### src/design/dual_goertzel_signal_detector_defines.svh
// ----------------------------------------------------------------------------
// Dual Goertzel signal detector: assertion macros
// Shared check macros; define NO_ASSERTIONS to compile them out.
// ----------------------------------------------------------------------------
`ifndef DUAL_GOERTZEL_SIGNAL_DETECTOR_DEFINES_SVH
`define DUAL_GOERTZEL_SIGNAL_DETECTOR_DEFINES_SVH
`ifndef NO_ASSERTIONS
`define DGSD_ASSERT(label, expr) \
  label: assert property (@(posedge clk) disable iff (rst) (expr)) \
    else $error("dgsd check failed");
`define DGSD_ASSERT_NEXT(label, ante, cons) \
  label: assert property (@(posedge clk) disable iff (rst) (ante) |=> (cons)) \
    else $error("dgsd check failed");
`else
`define DGSD_ASSERT(label, expr)
`define DGSD_ASSERT_NEXT(label, ante, cons)
`endif
`endif

### src/design/dgsd_pkg.sv
// ----------------------------------------------------------------------------
// Dual Goertzel signal detector package
// Sizes, register indexes and types shared by the detector modules.
// ----------------------------------------------------------------------------
package dgsd_pkg;
  localparam int VectorSize = 256;
  localparam int SineDepth  = 1024;
  localparam int SineBits   = $clog2(SineDepth);
  localparam int CountW     = $clog2(VectorSize);
  localparam int TapW       = 48;
  localparam int NumTaps    = 8;
  localparam int QueueDepth = 2;

  localparam logic [15:0] SinA = 16'd51472;
  localparam logic [15:0] SinB = 16'd21024;
  localparam logic [15:0] SinC = 16'd2320;

  localparam logic [2:0] RegMixEnable     = 3'd0;
  localparam logic [2:0] RegPhaseStep     = 3'd1;
  localparam logic [2:0] RegLateralCoeff  = 3'd2;
  localparam logic [2:0] RegAverageEnable = 3'd3;
  localparam logic [2:0] RegSmoothAlpha   = 3'd4;
  localparam logic [2:0] RegThreshold     = 3'd5;

  typedef logic signed [TapW-1:0] tap_t;
  // Order: DC s1/s2 for I, DC s1/s2 for Q, lateral s1/s2 for I, lateral s1/s2 for Q.
  typedef tap_t [NumTaps-1:0] tap_set_t;

  typedef struct packed {
    logic               mix_enable;
    logic [15:0]        phase_step;
    logic signed [16:0] lateral_coeff;
    logic               average_enable;
    logic [15:0]        smoothing_alpha;
    logic [15:0]        threshold;
  } cfg_t;
endpackage

### src/design/dgsd_back.sv
// ----------------------------------------------------------------------------
// Dual Goertzel back end
// Scales a vector's taps, forms both bin energies, divides them or saturates
// the ratio, smooths it if averaging is on, issues one decision per vector.
// ----------------------------------------------------------------------------
module dgsd_back import dgsd_pkg::*; (
  input  logic        clk,
  input  logic        rst,
  input  cfg_t        cfg,
  input  logic        smooth_clear,
  input  logic        q_empty,
  input  tap_set_t    q_taps,
  output logic        pop,
  output logic        result_valid,
  input  logic        result_stall,
  output logic        detected,
  output logic        run_start,
  output logic [15:0] metric
);
  localparam logic [3:0] BIdle   = 4'd0;
  localparam logic [3:0] BMax    = 4'd1;
  localparam logic [3:0] BNorm   = 4'd2;
  localparam logic [3:0] BScale  = 4'd3;
  localparam logic [3:0] BMul    = 4'd4;
  localparam logic [3:0] BDivChk = 4'd5;
  localparam logic [3:0] BDiv    = 4'd6;
  localparam logic [3:0] BAvg    = 4'd7;
  localparam logic [3:0] BAvg2   = 4'd8;
  localparam logic [3:0] BOut    = 4'd9;
  localparam logic [3:0] BWait   = 4'd10;

  localparam logic [2:0] KdDc    = 3'd0;
  localparam logic [2:0] KdL0    = 3'd1;
  localparam logic [2:0] KdL1    = 3'd2;
  localparam logic [2:0] KdCo    = 3'd3;
  localparam logic [2:0] KdCross = 3'd4;

  logic [3:0]         state;
  tap_set_t           taps;
  logic [2:0]         idx;
  logic [TapW-1:0]    maxabs;
  logic [4:0]         sh;
  logic signed [23:0] sc [NumTaps];
  logic               pair;
  logic [2:0]         kind;
  logic               ph;
  logic signed [58:0] prod;
  logic signed [26:0] tmp;
  logic [49:0]        edc;
  logic signed [55:0] elat;
  logic [57:0]        rem;
  logic [70:0]        dsh;
  logic [3:0]         dcnt;
  logic [15:0]        quo, ratio, level;
  logic [31:0]        smooth;
  logic               run_open;

  logic [TapW-1:0]    mag;
  logic signed [23:0] scaled;
  logic signed [24:0] dd;
  logic signed [33:0] diff, mul_a;
  logic signed [24:0] mul_b;
  logic [57:0]        numer;
  logic [55:0]        den;
  logic               fits;
  logic [15:0]        quo_next;
  logic [31:0]        smooth_next;
  logic               det;

  assign mag    = taps[0][TapW-1] ? TapW'(-$signed(taps[0])) : taps[0];
  assign scaled = 24'($signed(taps[0]) >>> sh);
  assign dd     = 25'(sc[0]) - 25'(sc[1]);
  assign diff   = $signed({2'b0, ratio, 16'b0}) - $signed({2'b0, smooth});
  assign numer  = {edc, 8'b0};
  assign den    = elat;
  assign fits   = {13'b0, rem} >= dsh;
  assign quo_next = {quo[14:0], fits};
  assign smooth_next = 32'(34'(smooth) + 34'(prod >>> 16));
  assign det    = level >= cfg.threshold;

  always_comb begin
    mul_a = '0;
    mul_b = '0;
    if (state == BAvg) begin
      mul_a = diff;
      mul_b = {9'b0, cfg.smoothing_alpha};
    end else begin
      unique case (kind)
        KdDc: begin
          mul_a = 34'(dd);
          mul_b = dd;
        end
        KdL0: begin
          mul_a = 34'(sc[4]);
          mul_b = 25'(sc[4]);
        end
        KdL1: begin
          mul_a = 34'(sc[5]);
          mul_b = 25'(sc[5]);
        end
        KdCo: begin
          mul_a = 34'(cfg.lateral_coeff);
          mul_b = 25'(sc[4]);
        end
        KdCross: begin
          mul_a = 34'(tmp);
          mul_b = 25'(sc[5]);
        end
        default: ;
      endcase
    end
  end

  assign pop = (state == BIdle) && !q_empty;

  always_ff @(posedge clk) begin
    if (rst) begin
      state        <= BIdle;
      result_valid <= 1'b0;
      run_open     <= 1'b0;
      smooth       <= '0;
      ph           <= 1'b0;
      kind         <= KdDc;
      pair         <= 1'b0;
    end else begin
      unique case (state)
        BIdle: begin
          if (!q_empty) begin
            taps   <= q_taps;
            idx    <= '0;
            maxabs <= '0;
            sh     <= '0;
            state  <= BMax;
          end
        end
        BMax: begin
          if (mag > maxabs) begin
            maxabs <= mag;
          end
          taps <= {taps[0], taps[NumTaps-1:1]};
          idx  <= idx + 3'd1;
          if (idx == 3'(NumTaps - 1)) begin
            state <= BNorm;
          end
        end
        BNorm: begin
          // Shift until the largest magnitude is below 2^23.
          if (|maxabs[TapW-1:23]) begin
            maxabs <= maxabs >> 1;
            sh     <= sh + 5'd1;
          end else begin
            state <= BScale;
          end
        end
        BScale: begin
          for (int k = 0; k < NumTaps - 1; k++) begin
            sc[k] <= sc[k+1];
          end
          sc[NumTaps-1] <= scaled;
          taps <= {taps[0], taps[NumTaps-1:1]};
          idx  <= idx + 3'd1;
          if (idx == 3'(NumTaps - 1)) begin
            pair  <= 1'b0;
            kind  <= KdDc;
            ph    <= 1'b0;
            edc   <= '0;
            elat  <= '0;
            state <= BMul;
          end
        end
        BMul: begin
          ph <= !ph;
          if (!ph) begin
            prod <= mul_a * mul_b;
          end else begin
            kind <= kind + 3'd1;
            unique case (kind)
              KdDc: edc <= edc + prod[49:0];
              KdL0, KdL1: elat <= elat + 56'(prod);
              KdCo: tmp <= 27'(prod >>> 14);
              KdCross: begin
                elat <= elat - 56'(prod);
                kind <= KdDc;
                if (!pair) begin
                  // Move the Q taps into the places the I taps used.
                  pair  <= 1'b1;
                  sc[0] <= sc[2];
                  sc[1] <= sc[3];
                  sc[4] <= sc[6];
                  sc[5] <= sc[7];
                end else begin
                  state <= BDivChk;
                end
              end
              default: ;
            endcase
          end
        end
        BDivChk: begin
          if (elat <= 56'sd0 || ({14'b0, numer} >= {den, 16'b0})) begin
            ratio <= 16'hFFFF;
            state <= BAvg;
          end else begin
            rem   <= numer;
            dsh   <= 71'(den) << 15;
            dcnt  <= '0;
            quo   <= '0;
            state <= BDiv;
          end
        end
        BDiv: begin
          if (fits) begin
            rem <= rem - dsh[57:0];
          end
          quo  <= quo_next;
          dsh  <= dsh >> 1;
          dcnt <= dcnt + 4'd1;
          if (dcnt == 4'd15) begin
            ratio <= quo_next;
            state <= BAvg;
          end
        end
        BAvg: begin
          if (cfg.average_enable) begin
            prod  <= mul_a * mul_b;
            state <= BAvg2;
          end else begin
            level <= ratio;
            state <= BOut;
          end
        end
        BAvg2: begin
          smooth <= smooth_next;
          level  <= smooth_next[31:16];
          state  <= BOut;
        end
        BOut: begin
          detected     <= det;
          run_start    <= det && !run_open;
          metric       <= level;
          run_open     <= det;
          result_valid <= 1'b1;
          state        <= BWait;
        end
        BWait: begin
          if (!result_stall) begin
            result_valid <= 1'b0;
            state        <= BIdle;
          end
        end
        default: state <= BIdle;
      endcase
      if (smooth_clear) begin
        smooth <= '0;
      end
    end
  end
endmodule

### config.mk
export PLATFORM = sky130hd
export DESIGN_NAME = dgsd_back
export DESIGN_NICKNAME = d
export VERILOG_FILES = /design/src/design/dual_goertzel_signal_detector_defines.svh /design/src/design/dgsd_pkg.sv /design/src/design/dgsd_back.sv
export SDC_FILE = /design/constraint.sdc
export NUM_CORES = 2
export LEC_CHECK = 0
export BUFFER_PORTS_ARGS = -buffer_cell sky130_fd_sc_hd__clkbuf_2
export CORE_ASPECT_RATIO = 0.75
export CORE_MARGIN = 3
export CORE_UTILIZATION = 57
export DETAILED_ROUTE_END_ITERATION = 10
export PLACE_DENSITY = 0.77
export SYNTH_ARGS = -nofsm -noshare
export SYNTH_HDL_FRONTEND = slang
export SYNTH_SLANG_ARGS = --single-unit
### constraint.sdc
create_clock -name clk -period 11.1 [get_ports clk]
set_input_delay 0.555 -clock clk [delete_from_list [all_inputs] [get_ports clk]]
set_output_delay 0.555 -clock clk [all_outputs]
set_load 0.005 [all_outputs]
; Word level (Yosys, flattened, before mapping)
; Memory sizes are Yosys's and may differ from the RTL's.
; Index checks and enable logic that the tools add are counted.
[word_totals]
n_memories = 1
ff_bits = 870
ram_bits = 192
out_inout_bits = 20
[classes]
add_sub_neg = 12
magnitude_cmp = 5
n_shift = 1
mul = 1
eq_ne = 35
n_reduce_logical = 39
muxes = 77
bitwise = 5
[mem_list]
columns = name, depth, word_bits, read_ports, rd_clocked_by_memory_dff, write_ports, line
row1 = sc, 8, 24, 8, 0, 8, dgsd_back.sv:43  ; logic signed [23:0] sc [NumTaps];
[op_table]
columns = op, n
row1 = $pmux 384 s2, 1
row2 = $mux 384, 1
row3 = $pmux 56 s2, 3
row4 = $mux 56, 4
row5 = $mux 48, 4
row6 = $pmux 34 s5, 1
row7 = $mux 50, 3
row8 = $pmux 48 s3, 1
row9 = $pmux 71 s2, 1
row10 = $mux 58, 2
row11 = $pmux 58 s2, 1
row12 = $pmux 50 s2, 1
row13 = $mux 24, 4
row14 = $pmux 25 s3, 1
row15 = $ge 58x72->1, 1
row16 = $ge 58x71->1, 1
row17 = $mux 71, 1
row18 = $pmux 16 s2, 2
row19 = $sub 58x58->58, 1
row20 = $add 56x56->56, 1
row21 = $le 56x1->1 const B, 1
row22 = $mul 34x25->56, 1
row23 = $sub 56x56->56, 1
row24 = $add 50x50->50, 1
row25 = 50 further kinds, 136

; Logic depth before layout (Yosys ltp)
[depth]
word_depth = 7
mapped_depth = 41
mapped_depth_nobuf = 40

; Worst setup path after synthesis
; OpenSTA, ideal clock, no wires.
[synth_path]
path_type = register to register
from = reg edc[17]
to = reg rem[0], enable pin
path_buffers = 0
slack_ns = 0.602
setup_time_ns = 0.489
period_less_slack_ns = 10.498
t_arrival_ns = 10.009
required_time_ns = 10.611
path_stages_with_launch = 13
cell_sequence = edfxtp_1 -> ha_1 -> a21o_1 -> a21o_1 -> a21oi_1 -> o21ai_0 -> a221oi_1 -> o211ai_1 -> o2111ai_1 -> a21oi_1 -> or4b_2 -> a21oi_1 -> a21boi_1
[synth_between]
elab_chain_len = 4
[synth_lines]
columns = item, line
row1 = from (decl), dgsd_back.sv:49  ; logic [49:0] edc;
row2 = from (signal assigned), dgsd_back.sv:178  ; KdDc: edc <= edc + prod[49:0];
row3 = $ge 58x72->1, dgsd_back.sv:200  ; if (elat <= 56'sd0 || ({14'b0, numer} >= {den, 16'b0})) begin
row4 = $logic_or 1x1->1, dgsd_back.sv:200
row5 = $ne 2x2->1 (no line), -
row6 = $reduce_and 4->1 (no line), -
row7 = to (signal assigned), dgsd_back.sv:204  ; rem <= numer;
row8 = to (signal assigned), dgsd_back.sv:213  ; rem <= rem - dsh[57:0];
row9 = to (decl), dgsd_back.sv:51  ; logic [57:0] rem;
; No other way between the ends.
; A chain may end at the register's enable or synchronous reset.

==> run metrics <==
GRT Residual Overflow=0; Max Fclk=92.6 MHz; Cell Area, Synth=0.0891 mm²; Synth Area in Simple Gates=0.113; clk slew on worst S/H paths=0.07 ns; Crit Path Class=reg -> reg; cts bufs inserted=99; Final setup viols=0; CP Capture Type=flip-flop; Die Ht=348 µm; vias in the first global route=68,000; CTS root buf=clkbuf_16; 1st-iter DRT viols=6,857; IO Port Bufs=458; clk buf depth=3; TNS Setup=0 ns; WL per Instance=24.2 µm; Clock Sinks=1,062; max cap viols=0; Worst setup SP type=flip-flop; Tot GR Track Use=0.333; Seq cells post-synth=1,062; outcome=complete, no violations; Ys Warns=0; critical path fanouts, max=18; CTS tree=built; via total after detailed routing=67,700; CP startpoint=sc[0][0]; routed wire length=270,000 µm; Worst path max stage delay=0.58 ns; first-pass GRT wire length=411,000 µm; Antenna Nets Post-Route=0; antenna violations before repair=41; syn avg cell area=10.4 µm²; worst setup margin=0.304 ns; Final Hold Fails=0; fin crit period=10.80 ns; fillers=12,300; CORE AREA=0.154 mm²; # DRC=0; r2r startpoint=sc[0][0]; Async SR Flop Fraction=0; htree depth=3; Mapped Nets=10,300; fin nets=10,800; R2R cell count=39; Rel. slew slack=0.132; DP Worst Slack=0.173 ns; mux contribution to synthesized area=0.0669; Synth Area in Compound Gates=0.110; Clk Latency, worst-skew pair=0.75 ns; largest family of logic cells by synthesized area=adder cells; GPL Wtd Cong=1.01; Synth cell types=95; Max Slew Vio Count=0; width of the chip=463 µm; initial core utilization=0.579; Post-Synthesis Cells=8,557; fraction of synthesized cell area in xor and xnor cells=0.0367; Crit-path slowest cell=fa_1; worst hold path type=in -> reg; Worst EP arrival=11.28 ns; Layout area overhead=10.1%; DR pass1 iterations=9; fin area=0.0981 mm²; Seq/Total Area, Yosys=0.353; clock skew=0.0578 ns; most frequent CP cell=fa_1; flop-to-flop setup slack=0.30 ns; HPWL Detailed=211,000 µm; adder-cell share of the synthesized area=0.257; share of layout cells above drive strength 1=0.158; IO Pins=476; Final period util=0.973; hold_ws=0.0970 ns; commonest register cell after synthesis=edfxtp_1; die area=0.161 mm²; Worst EP required=11.59 ns; row count=124; CP Capture Point=prod[55]; Via density=6.06; Post-synth EDFFs=1,019; largest net degree at the start of global routing=186; end of the worst register-to-register path=prod[55]; Placed Instance Area=0.0947 mm²; worst-margin pin slew=1.30 ns
-- cells by family (layout without fill, tap and decap cells) --
group / count (synthesis) / count (layout)
adder cells (fa/ha/maj): 1334 / 1334
multiplexers: 516 / 516
XOR/XNOR: 373 / 373
other: 0 / 19
AO/OA/AOI/OAI: 1509 / 1509
AND/OR/NAND/NOR: 2264 / 2264
flip-flops: 1062 / 1062
buffers and inverters: 1499 / 2002
-- registers in the layout, indices dropped and copies added, names as in the netlist, 3 cells and up --
register and flops:
tmp 27, prod 56, edc 50, den 56
quo 15, smooth 32, maxabs 48, ratio 16
sh 5, dcnt 4, sc 192, level 16
taps 384, kind 3, idx 3, dsh 71
rem 58, state 4, metric 16
-- how the worst min path moves through the flow --
stage / cells past startpoint / endpoint / start
after floorplan: 0 / sc[1][48] / sc[1][72]
after global placement: 0 / sc[1][67] / sc[1][91]
after detailed placement: 0 / sc[1][69] / sc[1][93]
after CTS: 3 / taps[337] / q_taps[337]
after global routing: 2 / taps[330] / q_taps[330]
final: 3 / taps[337] / q_taps[337]
-- what timing repair did --
item / CTS / global route
setup endpoints to repair: 0 / 10
setup buffers: 0 / 4
resized for setup: 0 / 12
hold buffers: 0 / 0
-- critical path: cells and delay by family, from the launching register on --
kind / cells / cell delay (ns)
multiplexers: 1 / 0.27
AND/OR/NAND/NOR: 5 / 0.80
adder cells (fa/ha/maj): 10 / 4.64
XOR/XNOR: 2 / 0.32
flip-flops: 1 / 0.36
buffers and inverters: 8 / 0.97
AO/OA/AOI/OAI: 13 / 3.16
-- cells in the mapped netlist, drive strengths merged (28+ instances only) --
cell,count,area (µm²)
inv,1108,4160
edfxtp,1019,30600
nand2,992,3720
fa,829,16600
nor2,616,2310
ha,505,6320
mux2,447,5030
a21oi,388,1950
o21ai,362,1810
clkbuf,336,1260
xnor2,220,1930
a21o,194,1460
xor2,153,1340
nand3,91,460
nor3,83,420
and2,82,513
nor2b,79,494
a22o,69,604
nand4,60,375
nand2b,59,369
a211oi,57,433
a22oi,56,420
buf,52,224
mux2i,50,500
o21a,50,375
and3,48,300
nor4,45,309
dfxtp,43,861
o21bai,41,308
o211ai,40,300
or3,39,244
a31oi,34,219
o31ai,32,245
or2,28,175
-- per-stage QoR --
stage / utilization / cells
after floorplan: - / 8557
after global placement: 0.615 / 11000
after detailed placement: 0.615 / 11000
after CTS: 0.637 / 11100
after global routing: 0.638 / 11200
final: 0.638 / 11200
-- routing by layer --
| layer | vias to the layer above | wire length, µm | global-route usage |
|---|---|---|---|
| li1 | 30000 | - | - |
| met1 | 33700 | 110000 | 0.468 |
| met2 | 3333 | 117000 | 0.496 |
| met3 | 587 | 31300 | 0.0971 |
| met4 | 28 | 10500 | 0.115 |
| met5 | - | 193 | 0 |
-- area by class of cell --
type,instances,area [µm²],area share
timing repair buffer,708,4290,0.0438
clock inverter,59,696,0.00709
sequential,1062,31500,0.321
antenna,19,47.5,0.000484
clock buffer,124,2600,0.0265
inverter,1111,4170,0.0425
tap,2079,2600,0.0265
multi-input combinational,5996,52300,0.533
-- cell usage in the layout, fill, tap and decap left out, types with 22 or more instances in the layout --
master,n
o21a_1,49
a21oi_1,373
a22oi_1,55
dfxtp_1,43
nor4_1,41
inv_1,1107
fa_1,829
or3_1,39
mux2i_1,50
nand2b_1,59
xor2_1,153
xnor2_1,220
and3_1,47
nand4_1,60
clkbuf_2,458
and2_1,80
nand2_1,990
ha_1,505
clkinv_2,23
mux2_2,447
nor3_1,77
edfxtp_1,1019
o21ai_0,332
nor2_1,611
a21o_1,193
o21bai_1,41
o211ai_1,40
a22o_1,69
buf_4,240
a211oi_1,54
o31ai_1,31
o21ai_1,26
clkbuf_16,100
or2_2,22
nor2b_1,77
nand3_1,90
a31oi_1,33
clkbuf_1,23
Power is not shown: default switching activity piles up to over one toggle a cycle in this logic, so the estimate is an artifact.
