`config.mk`:
```
export PLATFORM = sky130hd
export DESIGN_NAME = dgsd_queue
export DESIGN_NICKNAME = d
export VERILOG_FILES = /design/src/design/dgsd_pkg.sv /design/src/design/dgsd_queue.sv
export VERILOG_INCLUDE_DIRS = /design/src /design/src/design
export SDC_FILE = /design/constraint.sdc
export NUM_CORES = 1
export LEC_CHECK = 0
export BUFFER_PORTS_ARGS = -buffer_cell sky130_fd_sc_hd__buf_4
export CORE_AREA = 2 2 300 302
export DETAILED_ROUTE_END_ITERATION = 8
export DIE_AREA = 0 0 302 304
export HOLD_SLACK_MARGIN = 0.15
export PLACE_DENSITY_LB_ADDON = 0.08
export SYNTH_ARGS = -nofsm -noshare
export SYNTH_HDL_FRONTEND = slang
export SYNTH_SLANG_ARGS = --single-unit
```
`constraint.sdc`:
```
create_clock -name clk -period 24.9 [get_ports clk]
set_input_delay 2.49 -clock clk [delete_from_list [all_inputs] [get_ports clk]]
set_output_delay 2.49 -clock clk [all_outputs]
set_load 0.02 [all_outputs]
```
`src/design/dual_goertzel_signal_detector_defines.svh`:
```
// ----------------------------------------------------------------------------
// Dual Goertzel signal detector: assertion macros
// Shared check macros; define NO_ASSERTIONS to compile them out.
// ----------------------------------------------------------------------------
`ifndef DUAL_GOERTZEL_SIGNAL_DETECTOR_DEFINES_SVH
`define DUAL_GOERTZEL_SIGNAL_DETECTOR_DEFINES_SVH
`ifndef NO_ASSERTIONS
`define DGSD_ASSERT(label, expr) \
  label: assert property (@(posedge clk) disable iff (rst) (expr)) \
    else $error("dgsd check failed");
`define DGSD_ASSERT_NEXT(label, ante, cons) \
  label: assert property (@(posedge clk) disable iff (rst) (ante) |=> (cons)) \
    else $error("dgsd check failed");
`else
`define DGSD_ASSERT(label, expr)
`define DGSD_ASSERT_NEXT(label, ante, cons)
`endif
`endif

```
`src/design/dgsd_pkg.sv`:
```
// ----------------------------------------------------------------------------
// Dual Goertzel signal detector package
// Sizes, register indexes and types shared by the detector modules.
// ----------------------------------------------------------------------------
package dgsd_pkg;
  localparam int VectorSize = 256;
  localparam int SineDepth  = 1024;
  localparam int SineBits   = $clog2(SineDepth);
  localparam int CountW     = $clog2(VectorSize);
  localparam int TapW       = 48;
  localparam int NumTaps    = 8;
  localparam int QueueDepth = 2;

  localparam logic [15:0] SinA = 16'd51472;
  localparam logic [15:0] SinB = 16'd21024;
  localparam logic [15:0] SinC = 16'd2320;

  localparam logic [2:0] RegMixEnable     = 3'd0;
  localparam logic [2:0] RegPhaseStep     = 3'd1;
  localparam logic [2:0] RegLateralCoeff  = 3'd2;
  localparam logic [2:0] RegAverageEnable = 3'd3;
  localparam logic [2:0] RegSmoothAlpha   = 3'd4;
  localparam logic [2:0] RegThreshold     = 3'd5;

  typedef logic signed [TapW-1:0] tap_t;
  // Order: DC s1/s2 for I, DC s1/s2 for Q, lateral s1/s2 for I, lateral s1/s2 for Q.
  typedef tap_t [NumTaps-1:0] tap_set_t;

  typedef struct packed {
    logic               mix_enable;
    logic [15:0]        phase_step;
    logic signed [16:0] lateral_coeff;
    logic               average_enable;
    logic [15:0]        smoothing_alpha;
    logic [15:0]        threshold;
  } cfg_t;
endpackage

```
`src/design/dgsd_queue.sv`:
```
// ----------------------------------------------------------------------------
// Dual Goertzel tap queue
// Short queue of finished tap sets between the front end and the back end.
// ----------------------------------------------------------------------------
`include "dual_goertzel_signal_detector_defines.svh"
module dgsd_queue import dgsd_pkg::*; (
  input  logic     clk,
  input  logic     rst,
  input  logic     push,
  input  tap_set_t push_data,
  output logic     full,
  input  logic     pop,
  output tap_set_t pop_data,
  output logic     empty
);
  localparam int PtrW = (QueueDepth > 1) ? $clog2(QueueDepth) : 1;
  localparam int CntW = $clog2(QueueDepth + 1);

  tap_set_t        entries [QueueDepth];
  logic [PtrW-1:0] wr_ptr, rd_ptr;
  logic [CntW-1:0] count;

  assign full     = (count == CntW'(QueueDepth));
  assign empty    = (count == '0);
  assign pop_data = entries[rd_ptr];

  always_ff @(posedge clk) begin
    if (push) begin
      entries[wr_ptr] <= push_data;
    end
  end

  always_ff @(posedge clk) begin
    if (rst) begin
      wr_ptr <= '0;
      rd_ptr <= '0;
      count  <= '0;
    end else begin
      if (push) begin
        wr_ptr <= (wr_ptr == PtrW'(QueueDepth - 1)) ? '0 : wr_ptr + PtrW'(1);
      end
      if (pop) begin
        rd_ptr <= (rd_ptr == PtrW'(QueueDepth - 1)) ? '0 : rd_ptr + PtrW'(1);
      end
      if (push && !pop) begin
        count <= count + CntW'(1);
      end else if (pop && !push) begin
        count <= count - CntW'(1);
      end
    end
  end

  `DGSD_ASSERT(q_no_overflow, !(push && full))
  `DGSD_ASSERT(q_no_underflow, !(pop && empty))
  `DGSD_ASSERT_NEXT(q_count_up, push && !pop, count == $past(count) + CntW'(1))
endmodule

```
# Word-level counts from Yosys, hierarchy flattened
# Memory sizes are Yosys's and may differ from the RTL's. A register that Yosys moved wholly into a read port is not among the register bits.
# Cells that the tools add are included.
[totals] in_bits=388 regBits=4 output_inout_bits=386 ram_bits=768 mem_count=1 word_cells=23
[op_classes] n_reduce_logical=6 addsub=4 n_eq_ne=1 mux=8
[mem_list] memory="entries" words=2 width=384 read_ports=1 rd_ports_with_merged_regs=1 write_ports=1 line="dgsd_queue.sv:19" source="tap_set_t entries [QueueDepth];"
[ops] cell="two-way mux 1 bit" n=6
[ops] cell="two-way mux 2 bit" n=2
[ops] cell="adder 1 bit (second input constant)" n=2
[ops] cell="adder 2 x 1 -> 2 bit (second input constant)" n=1
[ops] cell="== test 2 bit (second input constant)" n=1
[ops] cell="logical AND 1 bit" n=2
[ops] cell="logical NOT 1 bit" n=2
[ops] cell="logical NOT 2 bit" n=1
[ops] cell="nonzero test 2 bit" n=1
[ops] cell="subtractor 2 x 1 -> 2 bit (second input constant)" n=1

# Longest topological paths before layout
# Gate-level depths: netlist (run 1).
[depth] depth_word=4 mapped_depth=5 depth_no_buf=5

# Worst setup path after synthesis (run 1)
# OpenSTA, ideal clock, no wires.
[synth_path] path_kind="input to register" startpoint="input push" endpoint="memory entries[0][0] (netlist name) (enable)" setup_slack_ps=4742 path_stages=1 arrival_ps=18973 setup_ps=1185 required_ps=23715 cell_sequence="nor2b_1"
[synth_via] elab_chain_len=2
[synth_lines] element="from (decl)" line="dgsd_queue.sv:9" source="input logic push,"
[synth_lines] element="two-way mux 1 bit" line="dgsd_queue.sv:28" source="if (push) begin"
[synth_lines] element="two-way mux 1 bit (implied by the code)" line="dgsd_queue.sv:29" source="entries[wr_ptr] <= push_data;"
[synth_lines] element="to (decl)" line="dgsd_queue.sv:19"
# Every way passes these cells.

==> out/results.tsv, run 1 <==
metric	value	unit
min_path_type	reg2reg	
yosysMostFrequentCell	edfxtp_1	
vias_per_cell	4.43	
final_util	44.0	%
grt_max_degree	170	
path_clk_slew	60	ps
timing.fmax	119	MHz
drt_wl_total	78600	um
power.leakage	15.2	nW
cp.arrival	5890	ps
worst_pin_slew	1160	ps
ys.flop_type	edfxtp_1	
post_cts_resized	0	
max-slew-margin-rel	22.4	%
grt_pass1_wl	109000	um
end_kind	output port	
start_kind	flop	
skew	8.39	ps
crit_type	reg2out	
yosys-top-cells-count	768 x edfxtp_1, 360 x mux2_4, 28 x buf_6	
crit_path_max_fanout	63	
cts_buffer_depth	3	
cts_root_buf	clkbuf_16	
die_h	304	um
grt_usage	16.5	%
ys_types	18	
period_share	33.6	%
die_w	302	um
core	0.0890	mm^2
die-area	0.0918	mm^2
io_buffers	773	
multi_input_area	0.00579	mm^2
hpwl	56100	um
dr.pass1.iters	4	
synth_warnings	0	
post_drt_wl_per_cell	23.7	um
yosys-top-cells-area	edfxtp_1 78%, mux2_4 18%, buf_6 1.1%, mux2_2 0.92%, buf_8 0.56%	
gr-total-overflow	0	
io_pins	774	
dp_slack	17010	ps
initial_utilization	33.1	%
fin_crit	8380	ps
synthCells	1217	
cts_setup_buffers	0	
avgSynthCellArea	24.2	um^2
seqCellArea	0.0232	mm^2
syn_nets	1606	
antenna_found_initial	22	
cts_max_level	3	
synth_top_area_share	78.2	%
worstSkewPairLatency	630	ps
outcome	completed	
grt_pass1_vias	15400	
cts_buffers	87	
fin_ws	16520	ps
cts.sinks	773	
vias	14700	
cts_tree	yes	
async_flop_share	0	%
synth_enable_flop_cells	768	
drc_errors	0	
setup-tns-final	0	ps
maxCapViolations	0	
synth_area	0.0295	mm^2
ys_ff_latch	773	
maxSlewViolCount	0	
n_fill_cell	7848	
critPathRequiredTime	22410	ps
area_delta_synth_final	32.9	%
drive_above_1_share	61.2	%
synth_top_area_cell	edfxtp_1	
drt_iter0_drc	791	
rsz0062_at_grt	false	
final_nets	2440	
ir_worst_vdd	0.0000539	V
row_count	110	
ant_nets	0	
gp_congestion	0.804	
hold_viol_final	0	
power	3.26	mW
setup_viol	0	
power_density	83.3	mW/mm^2
cts_hold_buf	0	
yosysSeqAreaShare	78.6	%
[layer usage]
layer / GRT usage (%) / vias up / part of all wire (%)
li1: - / 6564 / -
met1: 17.7 / 7421 / 36
met2: 28.5 / 570 / 52
met3: 6.81 / 107 / 9.9
met4: 7.22 / 16 / 2.4
met5: 0 / - / 0.13
[sequential cells by signal (all words and copies together), names as in the netlist, named ones only]
| name | cells |
|---|---|
| count | 2 |
| entries | 768 |
| rd_ptr | 1 |
| wr_ptr | 1 |
[worst paths after layout]
| kind | start | end | slack [ps] | cells after the start |
|---|---|---|---|---|
| worst max register to register | wr_ptr | entries[0][6] | 20710 | 4 |
| worst min register to register | count[1] | count[1] | 510 | 2 |
| worst max-delay path | flop | pop_data[382] | 16520 | 6 |
| worst min-delay path | count[1] | count[1] | 510 | 2 |
[power breakdown]
| part | switching (mW) | total (mW) | internal, mW | leakage, nW |
|---|---|---|---|---|
| Clock | 0.510 | 1.23 | 0.724 | 1.36 |
| Combinational | 0.248 | 0.483 | 0.235 | 6.64 |
| Sequential | 0.0243 | 1.55 | 1.52 | 7.25 |
| Total | 0.782 | 3.26 | 2.48 | 15.2 |
[area by class of cell]
cell class	instances	share of cell area [%]
clock buffer	114	6.05
multi-input combinational	400	14.8
antenna	14	0.0894
clock inverter	44	1.02
sequential	773	59.1
inverter	1	0.00958
tap	1176	3.76
timing repair buffer	788	15.2
[placed cells by master (no fill, tap or decap), types with 2 or more instances in the layout]
master,count
edfxtp_1,768
clkbuf_16,89
mux2_4,360
clkinv_1,16
clkbuf_8,5
clkbuf_1,20
mux2_2,24
clkinv_8,4
xnor2_1,2
clkinv_2,14
bufinv_16,5
inv_6,2
nor2_1,5
buf_4,786
diode_2,14
dfxtp_1,4
buf_12,2
xor2_1,2
[critical path: stages, from the launching register on]
cell and delay, ps:
dfxtp_4 900, buf_4 950, buf_4 870, buf_4 810, buf_4 930, mux2_2 430, buf_4 160
[logic make-up (layout without fill, tap and decap cells)]
kind of cell               count (synthesis)  after routing  synth area share [%]
and+or+nand+nor                            9              9                 0.149
other                                      0             14                     0
xor gates and xnor gates                   4              4                 0.119
adders and majority gates                  1              1                0.0424
AOI/OAI and AO/OA                          2              2                0.0339
buffers and inverters                     44            947                  1.81
DFF                                      773            773                  78.6
muxes                                    384            384                  19.3
[stage by stage]
step | std cells | cell area (um^2) | hold WS (ps)
after global placement | 3138 | 36400 | 474
after detailed placement | 3138 | 36400 | 502
final | 3310 | 39200 | 512
after floorplan | 1217 | 29500 | 461
after CTS | 3296 | 39100 | 512
after global routing | 3308 | 39200 | 564
Note: power is estimated with default switching activity, not from simulation.
==> run 2, diff against run 1 <==
==> constraint.sdc (replaced) <==
create_clock -name clk -period 8.4 [get_ports clk]
set_input_delay 0.84 -clock clk [delete_from_list [all_inputs] [get_ports clk]]
set_output_delay 0.84 -clock clk [all_outputs]
set_load 0.02 [all_outputs]
==> run 2 against run 1 <==
Clock skew up 16 ps. Cell area down 0.26%. Core utilization down 0.12 points. Routed wire length down 4.3%. Critical path depth down 3. Flip-flop and latch count unchanged. Count of clock-buffer cells in the layout down 5. Via count down 0.12%. Largest cell class unchanged. Largest power group unchanged.
==> out/results.tsv, run 2 (synthesized netlist as in run 1, its figures left out) <==
metric	value	unit
gp_congestion	0.767	
reg_top3	entries x768, count x2	
post_cts_resized	0	
worstSkewPairLatency	620	ps
setup_viol	0	
cp_slowest_stage_delay	1040	ps
post_drt_wl_per_cell	22.8	um
seqPwrFrac	47.9	%
die-area	0.0918	mm^2
cts_setup_buffers	0	
path_clk_slew	60	ps
p_sw_share	23.7	%
fin_hold_ws	395	ps
cp.arrival	3330	ps
grt_pass1_vias	15200	
worst_pin_slew	1240	ps
cts_buffer_depth	3	
grt_pass1_wl	104000	um
drive_above_1_share	60.7	%
grt_max_degree	167	
r2r_slack	5490	ps
cts.sinks	773	
period_share	49.7	%
worstPathCellList	buf_4 -> mux2_2 -> buf_4	
reg2reg_to	entries[0][50]	
cts_root_buf	clkbuf_16	
regMostFlops	entries	
final_util	43.9	%
layout_commonest_cell	buf_4	
routed.top_layer	met5	
ant_nets	0	
die_h	304	um
initial_utilization	33.1	%
core	0.0890	mm^2
reg2reg_depth	3	
cts_buffers	87	
area_delta_synth_final	32.6	%
grt_usage	15.8	%
wl_met2	40400	um
cpMostUsedCell	buf_4	
min_path_type	in2reg	
final_nets	2437	
combPwrFrac	15.1	%
crit_type	reg2out	
power.leakage	15.2	nW
netSwitchingPower	2.27	mW
dr_wl_met3	7240	um
rsz0062_at_grt	false	
power_density	244	mW/mm^2
max-slew-margin-rel	17.1	%
vias	14700	
cts_hold_buf	0	
dr.pass1.iters	4	
crit_path_max_fanout	57	
hpwl	51900	um
power_frac_clock	37.0	%
io_buffers	773	
critPathRequiredTime	7560	ps
antenna_found_initial	24	
met1_length	25500	um
maxSlewViolCount	0	
p_int	7.29	mW
fin_crit	4170	ps
ir_worst_vdd	0.000166	V
start_kind	flop	
drt_wl_total	75200	um
timing.fmax	240	MHz
io_pins	774	
outcome	completed	
largest_reg_flops	768	
cts_tree	yes	
row_count	110	
cts_max_level	3	
vias_per_cell	4.44	
skew	24.2	ps
critPathCapture	pop_data[369]	
maxCapViolations	0	
drt_iter0_drc	761	
drc_errors	0	
final_cell_mix	779 x buf_4, 768 x edfxtp_1, 360 x mux2_4	
end_kind	output port	
hold_viol_final	0	
die_w	302	um
r2r_start	wr_ptr	
gr-total-overflow	0	
setup-tns-final	0	ps
cpMaxStageDelayCell	dfxtp_4	
[run 2: cell types whose count changed in the layout (fill, tap and decap cells not counted), sizes merged]
cell / delta
bufinv: -1
inv: -2
clkinv: +3
buf: -3
clkbuf: -5
diode: -3
[run 2: final cells by class]
type                    count  area, um^2
diodes                     11        27.5
clock buffers             109        2330
clock inverters            44         315
fillers                  7875       50000
inverters                   1        3.75
multi-input cells         400        5790
flip-flops and latches    773       23200
well taps                1176        1470
repair buffers            785        5970
[run 2: power groups by stage]
stage	combinational [mW]	sequential, mW	clock, mW
floorplan	0.851	4.67	0
global placement	1.46	4.65	0
detailed placement	1.47	4.66	0
CTS	1.47	4.58	3.67
global route	1.52	4.60	3.81
finish	1.44	4.58	3.53
[run 2: metal layers]
layer / vias up / track usage [%]
li1: 6551 / -
met1: 7442 / 15.9
met2: 509 / 28.6
met3: 131 / 6.59
met4: 28 / 6.12
met5: - / 0
[run 2: worst max-delay path: cells and delay by family (launching register included)]
kind | cells | cell delay, ps
buffers and inverters | 2 | 1070
DFF | 1 | 1040
muxes | 1 | 420
[run 2: worst min-delay path by stage]
stage,startpoint,end,depth (start not counted)
final,push_data[301],entries[1][301],1
after global routing,push_data[285],entries[1][285],1
after CTS,push_data[305],entries[1][305],1
after detailed placement,rd_ptr,flop,2
after global placement,count[1],count[1],2
after floorplan,count[1],count[1],2
[run 2: stage by stage]
step	instances	power (mW)	instance area (um^2)	worst slack (ps)
6_report	3299	9.55	39100	4230
4_1_cts	3288	9.73	39000	4090
3_5_place_dp	3135	6.13	36400	4810
2_1_floorplan	1217	5.52	29500	1390
3_3_place_gp	3135	6.11	36400	4840
5_1_grt	3298	9.93	39100	4030
==> run 3, diff against run 2 <==
==> constraint.sdc (replaced) <==
create_clock -name clk -period 4 [get_ports clk]
set_input_delay 0.4 -clock clk [delete_from_list [all_inputs] [get_ports clk]]
set_output_delay 0.4 -clock clk [all_outputs]
set_load 0.02 [all_outputs]
==> run 3 against run 2 <==
Sequential power increased by 110%. Die area unchanged. Count of clock-buffer cells in the layout is 4 higher. Via count rose by 10%. Clock skew decreased by 8.9 ps. Cell area grew 11%. Critical path type unchanged. Largest power group unchanged. Highest routed layer unchanged.
==> out/results.tsv, run 3 (synthesized netlist as in run 1, its figures left out) <==
metric	value	unit
maxCapViolations	0	
cts.sinks	773	
outcome	completed	
grt_usage	16.9	%
timing.fmax	343	MHz
skew	15.2	ps
reg_top3	entries x768, count x2	
antenna_found_initial	12	
setup_viol	0	
max-slew-margin-rel	42.9	%
cts_setup_buffers	0	
gp_congestion	0.774	
cpMostUsedCell	buf_4	
critPathRequiredTime	3600	ps
reg2reg_depth	2	
dr.pass1.iters	4	
period_share	72.9	%
drt_wl_total	79300	um
cts_buffers	87	
drt_iter0_drc	716	
fin_crit	2910	ps
grt_pass1_wl	114000	um
cts_buffer_depth	3	
final_cells	3709	
die_h	304	um
area_delta_synth_final	47.3	%
crit_path_max_fanout	32	
hpwl	56200	um
vias_per_cell	4.36	
grt_max_degree	75	
power.leakage	17.0	nW
cts_root_buf	clkbuf_16	
initial_utilization	33.1	%
power_density	479	mW/mm^2
reg2reg_to	entries[0][330]	
final_cell_mix	789 x buf_4, 768 x edfxtp_1, 388 x dlygate4sd3_1	
placedCellCount	3159	
start_kind	flop	
final_util	48.8	%
worst_pin_slew	855	ps
post_drt_wl_per_cell	21.4	um
cp.arrival	2510	ps
row_count	110	
largest_reg_flops	768	
io_pins	774	
fin_hold_ws	487	ps
cts_tree	yes	
cts_max_level	3	
post_dp_cell_area	0.0368	mm^2
power	20.8	mW
crit_type	reg2out	
hold-path-endpoint	entries[1][312]	
path_clk_slew	60	ps
cp_slowest_stage_delay	650	ps
stdcell_area	0.0434	mm^2
multi_input_area	0.00579	mm^2
cpMaxStageDelayCell	dfxtp_4	
worstPathCellList	buf_12 -> buf_4 -> mux2_2 -> buf_4	
gr-total-overflow	0	
die_w	302	um
grt_pass1_vias	17700	
ir_worst_vdd	0.000375	V
r2r_slack	1970	ps
ant_nets	0	
core	0.0890	mm^2
n_fill_cell	7570	
layout_commonest_cell	buf_4	
seqCellArea	0.0232	mm^2
whs_path_depth	2	
hold_viol_final	0	
maxSlewViolCount	0	
vias	16200	
worstSkewPairLatency	630	ps
io_buffers	773	
drive_above_1_share	52.1	%
die-area	0.0918	mm^2
r2r_start	wr_ptr	
end_kind	output port	
min_path_type	in2reg	
rsz0062_at_grt	false	
final_nets	2849	
regMostFlops	entries	
hold_start	push_data[312]	
drc_errors	0	
run 3: cell count changes in the layout (fill, tap and decap cells not counted), moves of 3 or more:
| cell | previous run | this run |
|---|---|---|
| buf_12 | 6 | 20 |
| buf_4 | 779 | 789 |
| bufinv_16 | 4 | 8 |
| clkbuf_1 | 17 | 25 |
| clkbuf_8 | 3 | 0 |
| clkinv_1 | 27 | 12 |
| clkinv_2 | 9 | 17 |
| diode_2 | 11 | 4 |
| dlygate4sd3_1 | 0 | 388 |
| inv_16 | 0 | 3 |
run 3: stage by stage:
stage | setup TNS, ps | worst slack, ps
2_1_floorplan | -1589240 | -2570
3_3_place_gp | 0 | 1720
3_5_place_dp | 0 | 1690
4_1_cts | 0 | 989
5_1_grt | 0 | 946
6_report | 0 | 1090
run 3: worst max-delay path, delay by kind of cell, from the launching register on:
kind / cells / cell delay (ps)
multiplexers: 1 / 370
flip-flops: 1 / 650
buffers and inverters: 3 / 840
run 3: worst max-delay path by stage:
| stage | startpoint | to | slack, ps | cells after the start |
|---|---|---|---|---|
| floorplan | push | entries[0][0] | -2570 | 1 |
| global placement | flop | pop_data[381] | 1720 | 4 |
| detailed placement | flop | pop_data[378] | 1690 | 4 |
| CTS | flop | pop_data[378] | 990 | 4 |
| global route | flop | pop_data[378] | 950 | 4 |
| finish | flop | pop_data[381] | 1090 | 4 |
run 3: power breakdown:
part | total [mW] | internal, mW | switching (mW)
registers | 9.59 | 9.47 | 0.124
clock network | 7.75 | 4.59 | 3.17
logic | 3.46 | 1.76 | 1.70
run 3: cell type report:
class	count	area share (%)
timing repair buffer	1197	23.5
inverter	1	0.00864
clock buffer	113	5.29
clock inverter	45	1.10
sequential	773	53.4
multi-input combinational	400	13.3
antenna	4	0.0231
tap	1176	3.39
run 3: repair_timing:
action,4_1_cts,5_1_grt
gates resized for setup,0,0
hold endpoints to repair,773,0
hold buffers,388,0
run 3: metal layers:
metal  vias to the layer above  routed length [um]  track usage, %
met3                       151                6660            5.57
met4                        14                2910            6.84
met2                       562               41500            30.4
met1                      8059               28200            18.1
met5                         -                  88               0
li1                       7367                   -               -
