===== config.mk =====
export PLATFORM = sky130hd
export DESIGN_NAME = dgsd_front
export DESIGN_NICKNAME = d
export VERILOG_FILES = /design/src/design/dual_goertzel_signal_detector_defines.svh /design/src/design/dgsd_pkg.sv /design/src/design/dgsd_front.sv
export SDC_FILE = /design/constraint.sdc
export NUM_CORES = 2
export LEC_CHECK = 0
export BUFFER_PORTS_ARGS = -buffer_cell sky130_fd_sc_hd__buf_2
export CORE_ASPECT_RATIO = 0.8
export CORE_MARGIN = 2
export CORE_UTILIZATION = 40
export CTS_CLUSTER_SIZE = 10
export DETAILED_ROUTE_END_ITERATION = 6
export GPL_ROUTABILITY_DRIVEN = 0
export PLACE_DENSITY = 0.57
export SLEW_MARGIN = 20
export SYNTH_ARGS = -nofsm -noshare
export SYNTH_HDL_FRONTEND = slang
export SYNTH_SLANG_ARGS = --single-unit

===== constraint.sdc =====
create_clock -name clk -period 14.35 [get_ports clk]
set_input_delay 0.7175 -clock clk [delete_from_list [all_inputs] [get_ports clk]]
set_output_delay 0.7175 -clock clk [all_outputs]
set_load 0.02 [all_outputs]

===== src/design/dual_goertzel_signal_detector_defines.svh =====
// ----------------------------------------------------------------------------
// Dual Goertzel signal detector: assertion macros
// Shared check macros; define NO_ASSERTIONS to compile them out.
// ----------------------------------------------------------------------------
`ifndef DUAL_GOERTZEL_SIGNAL_DETECTOR_DEFINES_SVH
`define DUAL_GOERTZEL_SIGNAL_DETECTOR_DEFINES_SVH
`ifndef NO_ASSERTIONS
`define DGSD_ASSERT(label, expr) \
  label: assert property (@(posedge clk) disable iff (rst) (expr)) \
    else $error("dgsd check failed");
`define DGSD_ASSERT_NEXT(label, ante, cons) \
  label: assert property (@(posedge clk) disable iff (rst) (ante) |=> (cons)) \
    else $error("dgsd check failed");
`else
`define DGSD_ASSERT(label, expr)
`define DGSD_ASSERT_NEXT(label, ante, cons)
`endif
`endif


===== src/design/dgsd_pkg.sv =====
// ----------------------------------------------------------------------------
// Dual Goertzel signal detector package
// Sizes, register indexes and types shared by the detector modules.
// ----------------------------------------------------------------------------
package dgsd_pkg;
  localparam int VectorSize = 256;
  localparam int SineDepth  = 1024;
  localparam int SineBits   = $clog2(SineDepth);
  localparam int CountW     = $clog2(VectorSize);
  localparam int TapW       = 48;
  localparam int NumTaps    = 8;
  localparam int QueueDepth = 2;

  localparam logic [15:0] SinA = 16'd51472;
  localparam logic [15:0] SinB = 16'd21024;
  localparam logic [15:0] SinC = 16'd2320;

  localparam logic [2:0] RegMixEnable     = 3'd0;
  localparam logic [2:0] RegPhaseStep     = 3'd1;
  localparam logic [2:0] RegLateralCoeff  = 3'd2;
  localparam logic [2:0] RegAverageEnable = 3'd3;
  localparam logic [2:0] RegSmoothAlpha   = 3'd4;
  localparam logic [2:0] RegThreshold     = 3'd5;

  typedef logic signed [TapW-1:0] tap_t;
  // Order: DC s1/s2 for I, DC s1/s2 for Q, lateral s1/s2 for I, lateral s1/s2 for Q.
  typedef tap_t [NumTaps-1:0] tap_set_t;

  typedef struct packed {
    logic               mix_enable;
    logic [15:0]        phase_step;
    logic signed [16:0] lateral_coeff;
    logic               average_enable;
    logic [15:0]        smoothing_alpha;
    logic [15:0]        threshold;
  } cfg_t;
endpackage


===== src/design/dgsd_front.sv =====
// ----------------------------------------------------------------------------
// Dual Goertzel front end
// Takes samples, mixes them by the NCO when enabled and runs both Goertzel
// recurrences on one shared multiplier; hands the taps of each finished vector to the queue.
// ----------------------------------------------------------------------------
module dgsd_front import dgsd_pkg::*; (
  input  logic               clk,
  input  logic               rst,
  input  cfg_t               cfg,
  input  logic               sample_valid,
  output logic               sample_stall,
  input  logic signed [15:0] sample_i,
  input  logic signed [15:0] sample_q,
  input  logic               last,
  output logic               push,
  output tap_set_t           push_taps,
  input  logic               queue_full
);
  localparam logic [1:0] FIdle = 2'd0;
  localparam logic [1:0] FMul  = 2'd1;
  localparam logic [1:0] FPush = 2'd2;

  // Sub-steps of the quarter-wave sine polynomial.
  localparam logic [1:0] SqX   = 2'd0;
  localparam logic [1:0] SqC   = 2'd1;
  localparam logic [1:0] SqT   = 2'd2;
  localparam logic [1:0] SqOut = 2'd3;

  localparam logic [3:0] MsSin   = 4'd0;
  localparam logic [3:0] MsMixI  = 4'd8;
  localparam logic [3:0] MsMixI2 = 4'd9;
  localparam logic [3:0] MsMixQ  = 4'd10;
  localparam logic [3:0] MsMixQ2 = 4'd11;
  localparam logic [3:0] MsLatI  = 4'd12;
  localparam logic [3:0] MsLatI2 = 4'd13;
  localparam logic [3:0] MsLatQ  = 4'd14;
  localparam logic [3:0] MsLatQ2 = 4'd15;

  logic [1:0]          state;
  logic [3:0]          mstep;
  logic                ph;
  logic signed [15:0]  xi, xq, xm_i, xm_q, sinv, cosv;
  logic [15:0]         x2, t;
  logic signed [65:0]  acc;
  logic signed [42:0]  prod;
  logic                vec_end;
  tap_set_t            taps;
  logic [15:0]         phase;
  logic [CountW-1:0]   count;

  logic [16:0]         u, uu;
  logic [15:0]         x_cur;
  logic [17:0]         sq_raw;
  logic [15:0]         sq_clip;
  logic signed [15:0]  sres;
  logic signed [24:0]  mul_a;
  logic signed [17:0]  mul_b;
  logic                sel_q;
  tap_t                s1_lat, s2_lat, s1_dc, s2_dc;
  logic signed [15:0]  x_g;
  logic signed [65:0]  mix_sum, mix_sh, lat_full, lat_sh;
  logic signed [15:0]  mix_sat;
  tap_t                s0_lat, s0_dc;

  function automatic tap_t sat48(input logic signed [65:0] v);
    if (v > 66'sh0_7FFF_FFFF_FFFF) begin
      return {1'b0, {(TapW-1){1'b1}}};
    end else if (v < -66'sh0_8000_0000_0000) begin
      return {1'b1, {(TapW-1){1'b0}}};
    end
    return v[TapW-1:0];
  endfunction

  function automatic logic signed [15:0] sat16(input logic signed [65:0] v);
    if (v > 66'sd32767) begin
      return 16'sh7FFF;
    end else if (v < -66'sd32768) begin
      return 16'sh8000;
    end
    return v[15:0];
  endfunction

  // Table index truncates the phase, then maps back onto the 2^17-per-turn scale.
  assign u = {phase[15 -: SineBits], {(17-SineBits){1'b0}}};
  assign uu = mstep[2] ? u + 17'd32768 : u;
  assign x_cur = uu[15] ? 16'd32768 - {1'b0, uu[14:0]} : {1'b0, uu[14:0]};
  assign sq_raw = prod[32:15];
  assign sq_clip = (sq_raw > 18'd32767) ? 16'd32767 : sq_raw[15:0];
  assign sres = uu[16] ? -$signed(sq_clip) : $signed(sq_clip);

  assign sel_q = mstep[1];
  assign s1_lat = sel_q ? taps[6] : taps[4];
  assign s2_lat = sel_q ? taps[7] : taps[5];
  assign s1_dc  = sel_q ? taps[2] : taps[0];
  assign s2_dc  = sel_q ? taps[3] : taps[1];
  assign x_g    = sel_q ? xm_q : xm_i;

  always_comb begin
    mul_a = '0;
    mul_b = '0;
    if (!mstep[3]) begin
      unique case (mstep[1:0])
        SqX: begin
          mul_a = {9'b0, x_cur};
          mul_b = {2'b0, x_cur};
        end
        SqC: begin
          mul_a = {9'b0, x2};
          mul_b = {2'b0, SinC};
        end
        SqT: begin
          mul_a = {9'b0, x2};
          mul_b = {2'b0, t};
        end
        SqOut: begin
          mul_a = {9'b0, x_cur};
          mul_b = {2'b0, t};
        end
        default: ;
      endcase
    end else begin
      unique case (mstep)
        MsMixI: begin
          mul_a = 25'(xi);
          mul_b = 18'(cosv);
        end
        MsMixI2: begin
          mul_a = 25'(xq);
          mul_b = 18'(sinv);
        end
        MsMixQ: begin
          mul_a = 25'(xq);
          mul_b = 18'(cosv);
        end
        MsMixQ2: begin
          mul_a = 25'(xi);
          mul_b = 18'(sinv);
        end
        MsLatI, MsLatQ: begin
          mul_a = {1'b0, s1_lat[23:0]};
          mul_b = 18'(cfg.lateral_coeff);
        end
        MsLatI2, MsLatQ2: begin
          mul_a = {s1_lat[TapW-1], s1_lat[TapW-1:24]};
          mul_b = 18'(cfg.lateral_coeff);
        end
        default: ;
      endcase
    end
  end

  always_comb begin
    mix_sum  = (mstep == MsMixQ2) ? acc - 66'(prod) : acc + 66'(prod);
    mix_sh   = mix_sum >>> 15;
    mix_sat  = sat16(mix_sh);
    // The 48-bit tap is split into a signed high and unsigned low half.
    lat_full = acc + (66'(prod) <<< 24);
    lat_sh   = lat_full >>> 14;
    s0_lat   = sat48(66'(x_g) + lat_sh - 66'(s2_lat));
    s0_dc    = sat48(66'(x_g) + (66'(s1_dc) <<< 1) - 66'(s2_dc));
  end

  assign sample_stall = (state != FIdle);
  assign push = (state == FPush) && !queue_full;
  assign push_taps = taps;

  always_ff @(posedge clk) begin
    if (rst) begin
      state <= FIdle;
      mstep <= MsSin;
      ph    <= 1'b0;
      taps  <= '0;
      phase <= '0;
      count <= '0;
    end else begin
      unique case (state)
        FIdle: begin
          if (sample_valid) begin
            xi      <= sample_i;
            xq      <= sample_q;
            xm_i    <= sample_i;
            xm_q    <= sample_q;
            vec_end <= last || (count == CountW'(VectorSize - 1));
            mstep   <= cfg.mix_enable ? MsSin : MsLatI;
            ph      <= 1'b0;
            state   <= FMul;
          end
        end
        FMul: begin
          ph <= !ph;
          if (!ph) begin
            prod <= mul_a * mul_b;
          end else begin
            mstep <= mstep + 4'd1;
            if (!mstep[3]) begin
              unique case (mstep[1:0])
                SqX: x2 <= prod[30:15];
                SqC: t <= SinB - prod[30:15];
                SqT: t <= SinA - prod[30:15];
                SqOut: begin
                  if (mstep[2]) begin
                    cosv <= sres;
                  end else begin
                    sinv <= sres;
                  end
                end
                default: ;
              endcase
            end else begin
              unique case (mstep)
                MsMixI, MsMixQ, MsLatI, MsLatQ: acc <= 66'(prod);
                MsMixI2: xm_i <= mix_sat;
                MsMixQ2: xm_q <= mix_sat;
                MsLatI2: begin
                  taps[4] <= s0_lat;
                  taps[5] <= taps[4];
                  taps[0] <= s0_dc;
                  taps[1] <= taps[0];
                end
                MsLatQ2: begin
                  taps[6] <= s0_lat;
                  taps[7] <= taps[6];
                  taps[2] <= s0_dc;
                  taps[3] <= taps[2];
                  phase   <= phase + cfg.phase_step;
                  if (vec_end) begin
                    state <= FPush;
                  end else begin
                    count <= count + CountW'(1);
                    state <= FIdle;
                  end
                end
                default: ;
              endcase
            end
          end
        end
        FPush: begin
          if (!queue_full) begin
            taps  <= '0;
            phase <= '0;
            count <= '0;
            state <= FIdle;
          end
        end
        default: state <= FIdle;
      endcase
    end
  end
endmodule


* Word-level counts from Yosys, hierarchy flattened
Cells that the tools add are included.
** Storage, ports and cells
- Flip-flop bits (word level) :: 630
- Output and inout port bits :: 386
** Cells by class
- Reductions and logical operators :: 36
- Equal/unequal tests :: 23
- Bitwise gates (word level) :: 4
- Mux-type cells :: 74
- Multiply operators :: 1
- Add/sub/neg operators :: 15
- Magnitude comparators :: 7
** Operators by type and width (number)
- 2-to-1 mux 384 bit :: 3
- one-hot mux 384 bit (2 select lines) :: 1
- 2-to-1 mux 48 bit :: 10
- 2-to-1 mux 96 bit :: 4
- 2-to-1 mux 16 bit :: 19
- one-hot mux 16 bit (2 select lines) :: 4
- one-hot mux 18 bit (3 select lines) :: 2
- one-hot mux 25 bit (4 select lines) :: 1
- adder 43 x 66 -> 66 bit :: 1
- 2-to-1 mux 66 bit :: 1
- > comparator 54 x 48 -> 1 bit, second input constant :: 1
- < comparator 54 x 48 -> 1 bit, second input constant :: 1
- subtractor 53 x 48 -> 54 bit :: 1
- adder 16 x 52 -> 53 bit :: 1
- > comparator 51 x 16 -> 1 bit, second input constant :: 1
- > comparator 51 x 48 -> 1 bit, second input constant :: 1
- < comparator 51 x 16 -> 1 bit, second input constant :: 1
- < comparator 51 x 48 -> 1 bit, second input constant :: 1
- subtractor 50 x 48 -> 51 bit :: 1
- adder 16 x 49 -> 50 bit :: 1
- one-hot mux 25 bit (2 select lines) :: 1
- adder 43 x 43 -> 44 bit :: 1
- subtractor 43 x 43 -> 44 bit :: 1
- multiplier 25 x 18 -> 43 bit :: 1
- 38 further kinds :: 100

* Depth between registers and ports, before layout
- Depth after elaboration :: 11
- Mapped depth :: 40

* Least setup slack after synthesis
Ideal clock, no wire load.
- Path type :: register to register
- Start :: register mstep[1]
- End :: register taps (netlist bit push_taps[221])
- Path slack :: -0.020 ns
- Arrival :: 14.244 ns
- Setup time :: 0.126 ns
- Cell stages (with the launch flop) :: 21
- Cells stage by stage :: dfxtp_1 > clkbuf_1 > clkbuf_1 > clkbuf_1 > buf_1 > buf_1 > mux2i_1 > inv_1 > fa_1 > ha_1 > clkbuf_1 > a21oi_1 > o21ai_0 > a221o_1 > or3_4 > a211oi_2 > o2bb2a_4 > buf_6 > buf_8 > nor2_4 > o21ai_1
** On the way
- Cells in the longest elaborated chain, start to end :: 11
** Ends and longest elaborated chain
- from (decl) :: line dgsd_front.sv:40 : logic [3:0] mstep;
- from (signal assigned) :: line dgsd_front.sv:170 : mstep <= MsSin;
- from (signal assigned) :: line dgsd_front.sv:184 : mstep <= cfg.mix_enable ? MsSin : MsLatI;
- from (signal assigned) :: line dgsd_front.sv:194 : mstep <= mstep + 4'd1;
- 2-to-1 mux 16 bit :: line dgsd_front.sv:96 : assign x_g = sel_q ? xm_q : xm_i;
- adder 16 x 52 -> 53 bit :: line dgsd_front.sv:159 : s0_lat = sat48(66'(x_g) + lat_sh - 66'(s2_lat));
- subtractor 53 x 48 -> 54 bit :: line dgsd_front.sv:159
- < comparator 54 x 48 -> 1 bit :: line dgsd_front.sv:68 : end else if (v < -66'sh0_8000_0000_0000) begin
- 2-to-1 mux 1 bit :: line dgsd_front.sv:68
- 2-to-1 mux 1 bit :: line dgsd_front.sv:66 : if (v > 66'sh0_7FFF_FFFF_FFFF) begin
- 2-to-1 mux 48 bit :: line dgsd_front.sv:71 : return v[TapW-1:0];
- 2-to-1 mux 96 bit :: line dgsd_front.sv:210 : unique case (mstep)
- 2-to-1 mux 384 bit :: line dgsd_front.sv:195 : if (!mstep[3]) begin
- 2-to-1 mux 384 bit :: line dgsd_front.sv:191 : if (!ph) begin
- one-hot mux 384 bit (2 select lines) :: line dgsd_front.sv:176 : unique case (state)
- to (decl) :: line dgsd_front.sv:47 : tap_set_t taps;
Several ways; a longest one is shown, not always the timed one. The select of a mux whose other input is x is not followed.
A chain may end at the register's enable or synchronous reset.

* Worst setup path after layout
- Start :: register mstep[1]
- End :: register prod[40], data pin
** On the way
- Cells in the longest elaborated chain, start to end :: 5
** Ends and longest elaborated chain
- equality test 4 bit, or another cell as far along :: line dgsd_front.sv:122 : unique case (mstep)
- OR reduction 4 bit (no line) or OR reduction 2 bit (tied branches)
- one-hot mux 18 bit (3 select lines), or another cell as far along :: line dgsd_front.sv:122
- 2-to-1 mux 18 bit or 2-to-1 mux 25 bit (tied branches) :: line dgsd_front.sv:101 : if (!mstep[3]) begin
- multiplier 25 x 18 -> 43 bit * :: line dgsd_front.sv:192 : prod <= mul_a * mul_b;
- to (signal assigned) :: line dgsd_front.sv:192
- to (decl) :: line dgsd_front.sv:45 : logic signed [42:0] prod;
Mark *: on every way between the ends. The rest lies on a longest branch, timed or not. The select of a mux whose other input is x is not followed.

==> results_dict.tcl <==
set metrics [dict create \
    arrival_ns 12.05 \
    port_buffers 456 \
    instances_no_fill 8686 \
    dp_hpwl_um 164000 \
    cts_setup_buffers 0 \
    synth_edf_count 215 \
    synth_top_area_frac 0.194 \
    final_core_util 0.452 \
    ys_top_cells_by_area "fa_1 19%, dfxtp_1 15%, edfxtp_1 11%, ha_1 7.2%, inv_1 5.5%" \
    min-delay-start "sample_q[9]" \
    power_density_mw_per_mm2 77.4 \
    synth_cells 6453 \
    grt_pass1_vias 46866 \
    drv_slew 0 \
    grt_use_total 0.286 \
    finalClockSkew_ns 0.0406 \
    cts_buffer_depth 3 \
    run_status "complete, no violations" \
    wl_per_cell_um 24.2 \
    routed_wl_um 210000 \
    synth.avg_cell_area_um2 8.70 \
    total_power_w 0.00486 \
    ys_types 85 \
    critPathCaptureType "flip-flop" \
    relSlewSlack 0.183 \
    crit_top_cell "fa_1" \
    async_flop_share 0 \
    worst-setup-path-type "flip-flop to flip-flop" \
    antenna_found_initial 30 \
    ios 490 \
    root_buffer "clkbuf_16" \
    htree_levels 3 \
    rsz0062_at_grt "false" \
    cp_slowest_cell "a21oi_4" \
    start_util 0.404 \
    antenna_left 0 \
    rr_worst_depth 28 \
    crit_required_ns 14.78 \
    cp_max_fo 48 \
    syn-num-nets 7426 \
    cp_slowest_stage_delay_ns 0.93 \
    final-hold-violation-count 0 \
    syn-cell-area_mm2 0.0562 \
    worst_r2r_startpoint "mstep[1]" \
    vias 48930 \
    hp-class "input pin to flip-flop" \
    post-place-cells 8554 \
    syn_to_final_growth_pct 11.8 \
    overflow 0 \
    die_h_um 339 \
    clock-sinks 630 \
    tritoncts "built" \
    clock_latency_ns 0.67 \
    ys_seq_area_frac 0.263 \
    final_nets 7746 \
    firstDrtPassIters 5 \
    regToRegEndpoint "prod[40]" \
    setup_viol 0 \
    fin_crit_sh 0.810 \
    ys_ff_latch 630 \
    fmax_mhz 86.1 \
    drive_above_1_share 0.125 \
    fin_tns_setup_ns 0 \
    drc 0 \
    yosysTopAreaCell "fa_1" \
    via_per_inst 5.63 \
    whs_path_depth 1 \
    cts_hold_buf 0 \
    clkTransAtPathRegs_ns 0.06 \
    core_mm2 0.139 \
    cts_buffers 75 \
    min_to "xq[9]" \
    ys_warn_count 0 \
    die_w_um 423 \
    startpoint_type "flip-flop" \
    maxCapViolCount 0 \
    fillerInstances 13761 \
    reg2reg_slack_ns 2.73 \
    fp-row-count 122 \
    ctsResizeCount 0 \
    grt_first_pass_wirelength_um 309000 \
    dieArea_mm2 0.143 \
    worst_pin_slew_ns 1.19 \
    peakVddDrop_mv 0.0726 \
    grt_max_degree 96 \
    synth_flop_cell "dfxtp_1" \
    initialDrtViolationCount 5011 \
    fin_crit_ns 11.62 \
    p_leak_nw 27.5 \
]
[critical path: cells and delay by family (launching register included)]
family / cells / cell delay [ns]
fa+ha+maj: 8 / 4.04
compound gates: 10 / 3.74
simple gates: 5 / 1.63
buf+inv: 5 / 1.23
flops: 1 / 0.67
[flip-flops by register name, indices dropped and copies added, names as in the netlist]
name       flops
acc           43
xm_i          16
t             16
phase         16
ph             1
xm_q          16
sinv          16
prod          43
x2            16
vec_end        1
xq            16
state          2
push_taps    384
mstep          4
count          8
xi            16
cosv          16
[synth_stat cells (all sizes together), types with 35 or more instances]
library cell / instances
a31oi: 46
a211oi: 35
buf: 53
a21o: 112
nand3: 251
dfxtp: 415
o21a: 38
mux2i: 127
ha: 324
xor2: 98
fa: 545
o21ai: 267
nand4: 38
edfxtp: 215
and3: 35
nand2: 814
xnor2: 180
and2: 50
o211ai: 44
o21bai: 38
a21oi: 612
a22o: 49
nand2b: 43
nor2: 469
inv: 823
clkbuf: 273
mux2: 91
nor3: 68
[cell families (layout without fill, tap and decap cells)]
kind of cell,after synthesis,in the layout,share of synthesized area
DFF,630,630,0.263
other,0,20,0
AOI/OAI and AO/OA,1429,1429,0.157
adders and majority gates,869,869,0.266
and+or+nand+nor,1879,1879,0.151
muxes,218,218,0.0409
buffers and inverters,1150,1503,0.0781
xor gates and xnor gates,278,278,0.0433
[final cells by class]
cell class	count	area, µm²	share of cell area
Sequential cell	630	14800	0.235
Tap cell	1860	2330	0.0371
Timing Repair Buffer	569	3160	0.0504
Clock buffer	103	2100	0.0334
Inverter	824	3090	0.0493
Multi-Input combinational cell	4673	37200	0.593
Clock inverter	7	68.8	0.00110
Antenna cell	20	50.0	0.000797
[worst max path at each step]
stage / from / end / slack (ns) / cells after the start
after floorplan: mstep[1] / push_taps[221] / 3.23 / 20
after global placement: mstep[1] / prod[40] / 2.92 / 28
after detailed placement: mstep[1] / prod[40] / 2.75 / 28
after CTS: mstep[1] / prod[40] / 2.71 / 28
after global routing: mstep[1] / prod[40] / 2.07 / 28
final: mstep[1] / prod[40] / 2.73 / 28
[layout by cell type, fill, tap and decap left out, drive strengths merged, types with 20 or more instances in the layout]
cell type and count:
nand4 38, a31oi 46, ha 324, nand2 814, nor4 20, and2 50, and3 35, dfxtp 415
nor2b 25, mux2 91, a21o 112, edfxtp 215, nand3 251, o21a 38, fa 545, a22oi 20
a21oi 612, a211oi 35, a221oi 25, diode 20, xor2 98, a22o 49, clkbuf 104, buf 568
mux2i 127, xnor2 180, o21bai 38, nor3 68, nand2b 43, o211ai 44, nor2 469, o21ai 267
inv 826
[power by group]
| group | switching (W) | internal [W] |
|---|---|---|
| combinational | 0.000771 | 0.000388 |
| clock | 0.000800 | 0.00101 |
| sequential | 0.0000244 | 0.00187 |
| total | 0.00159 | 0.00327 |
[per-stage QoR]
stage / hold WS, ns / instance area [µm²] / setup WS, ns
CTS: 0.214 / 62700 / 2.71
global placement: 0.443 / 60500 / 2.92
detailed placement: 0.453 / 60600 / 2.75
finish: 0.251 / 62800 / 2.73
global route: 0.226 / 62800 / 2.07
floorplan: 0.436 / 56200 / 3.23
[metal layers]
metal / share of wire / GRT usage / vias to the layer above
met5: 0.000038 / 0 / -
met1: 0.43 / 0.398 / 24239
li1: - / - / 22321
met3: 0.081 / 0.0506 / 320
met4: 0.042 / 0.111 / 2
met2: 0.45 / 0.441 / 2048
Note: power is estimated with default switching activity, not from simulation.
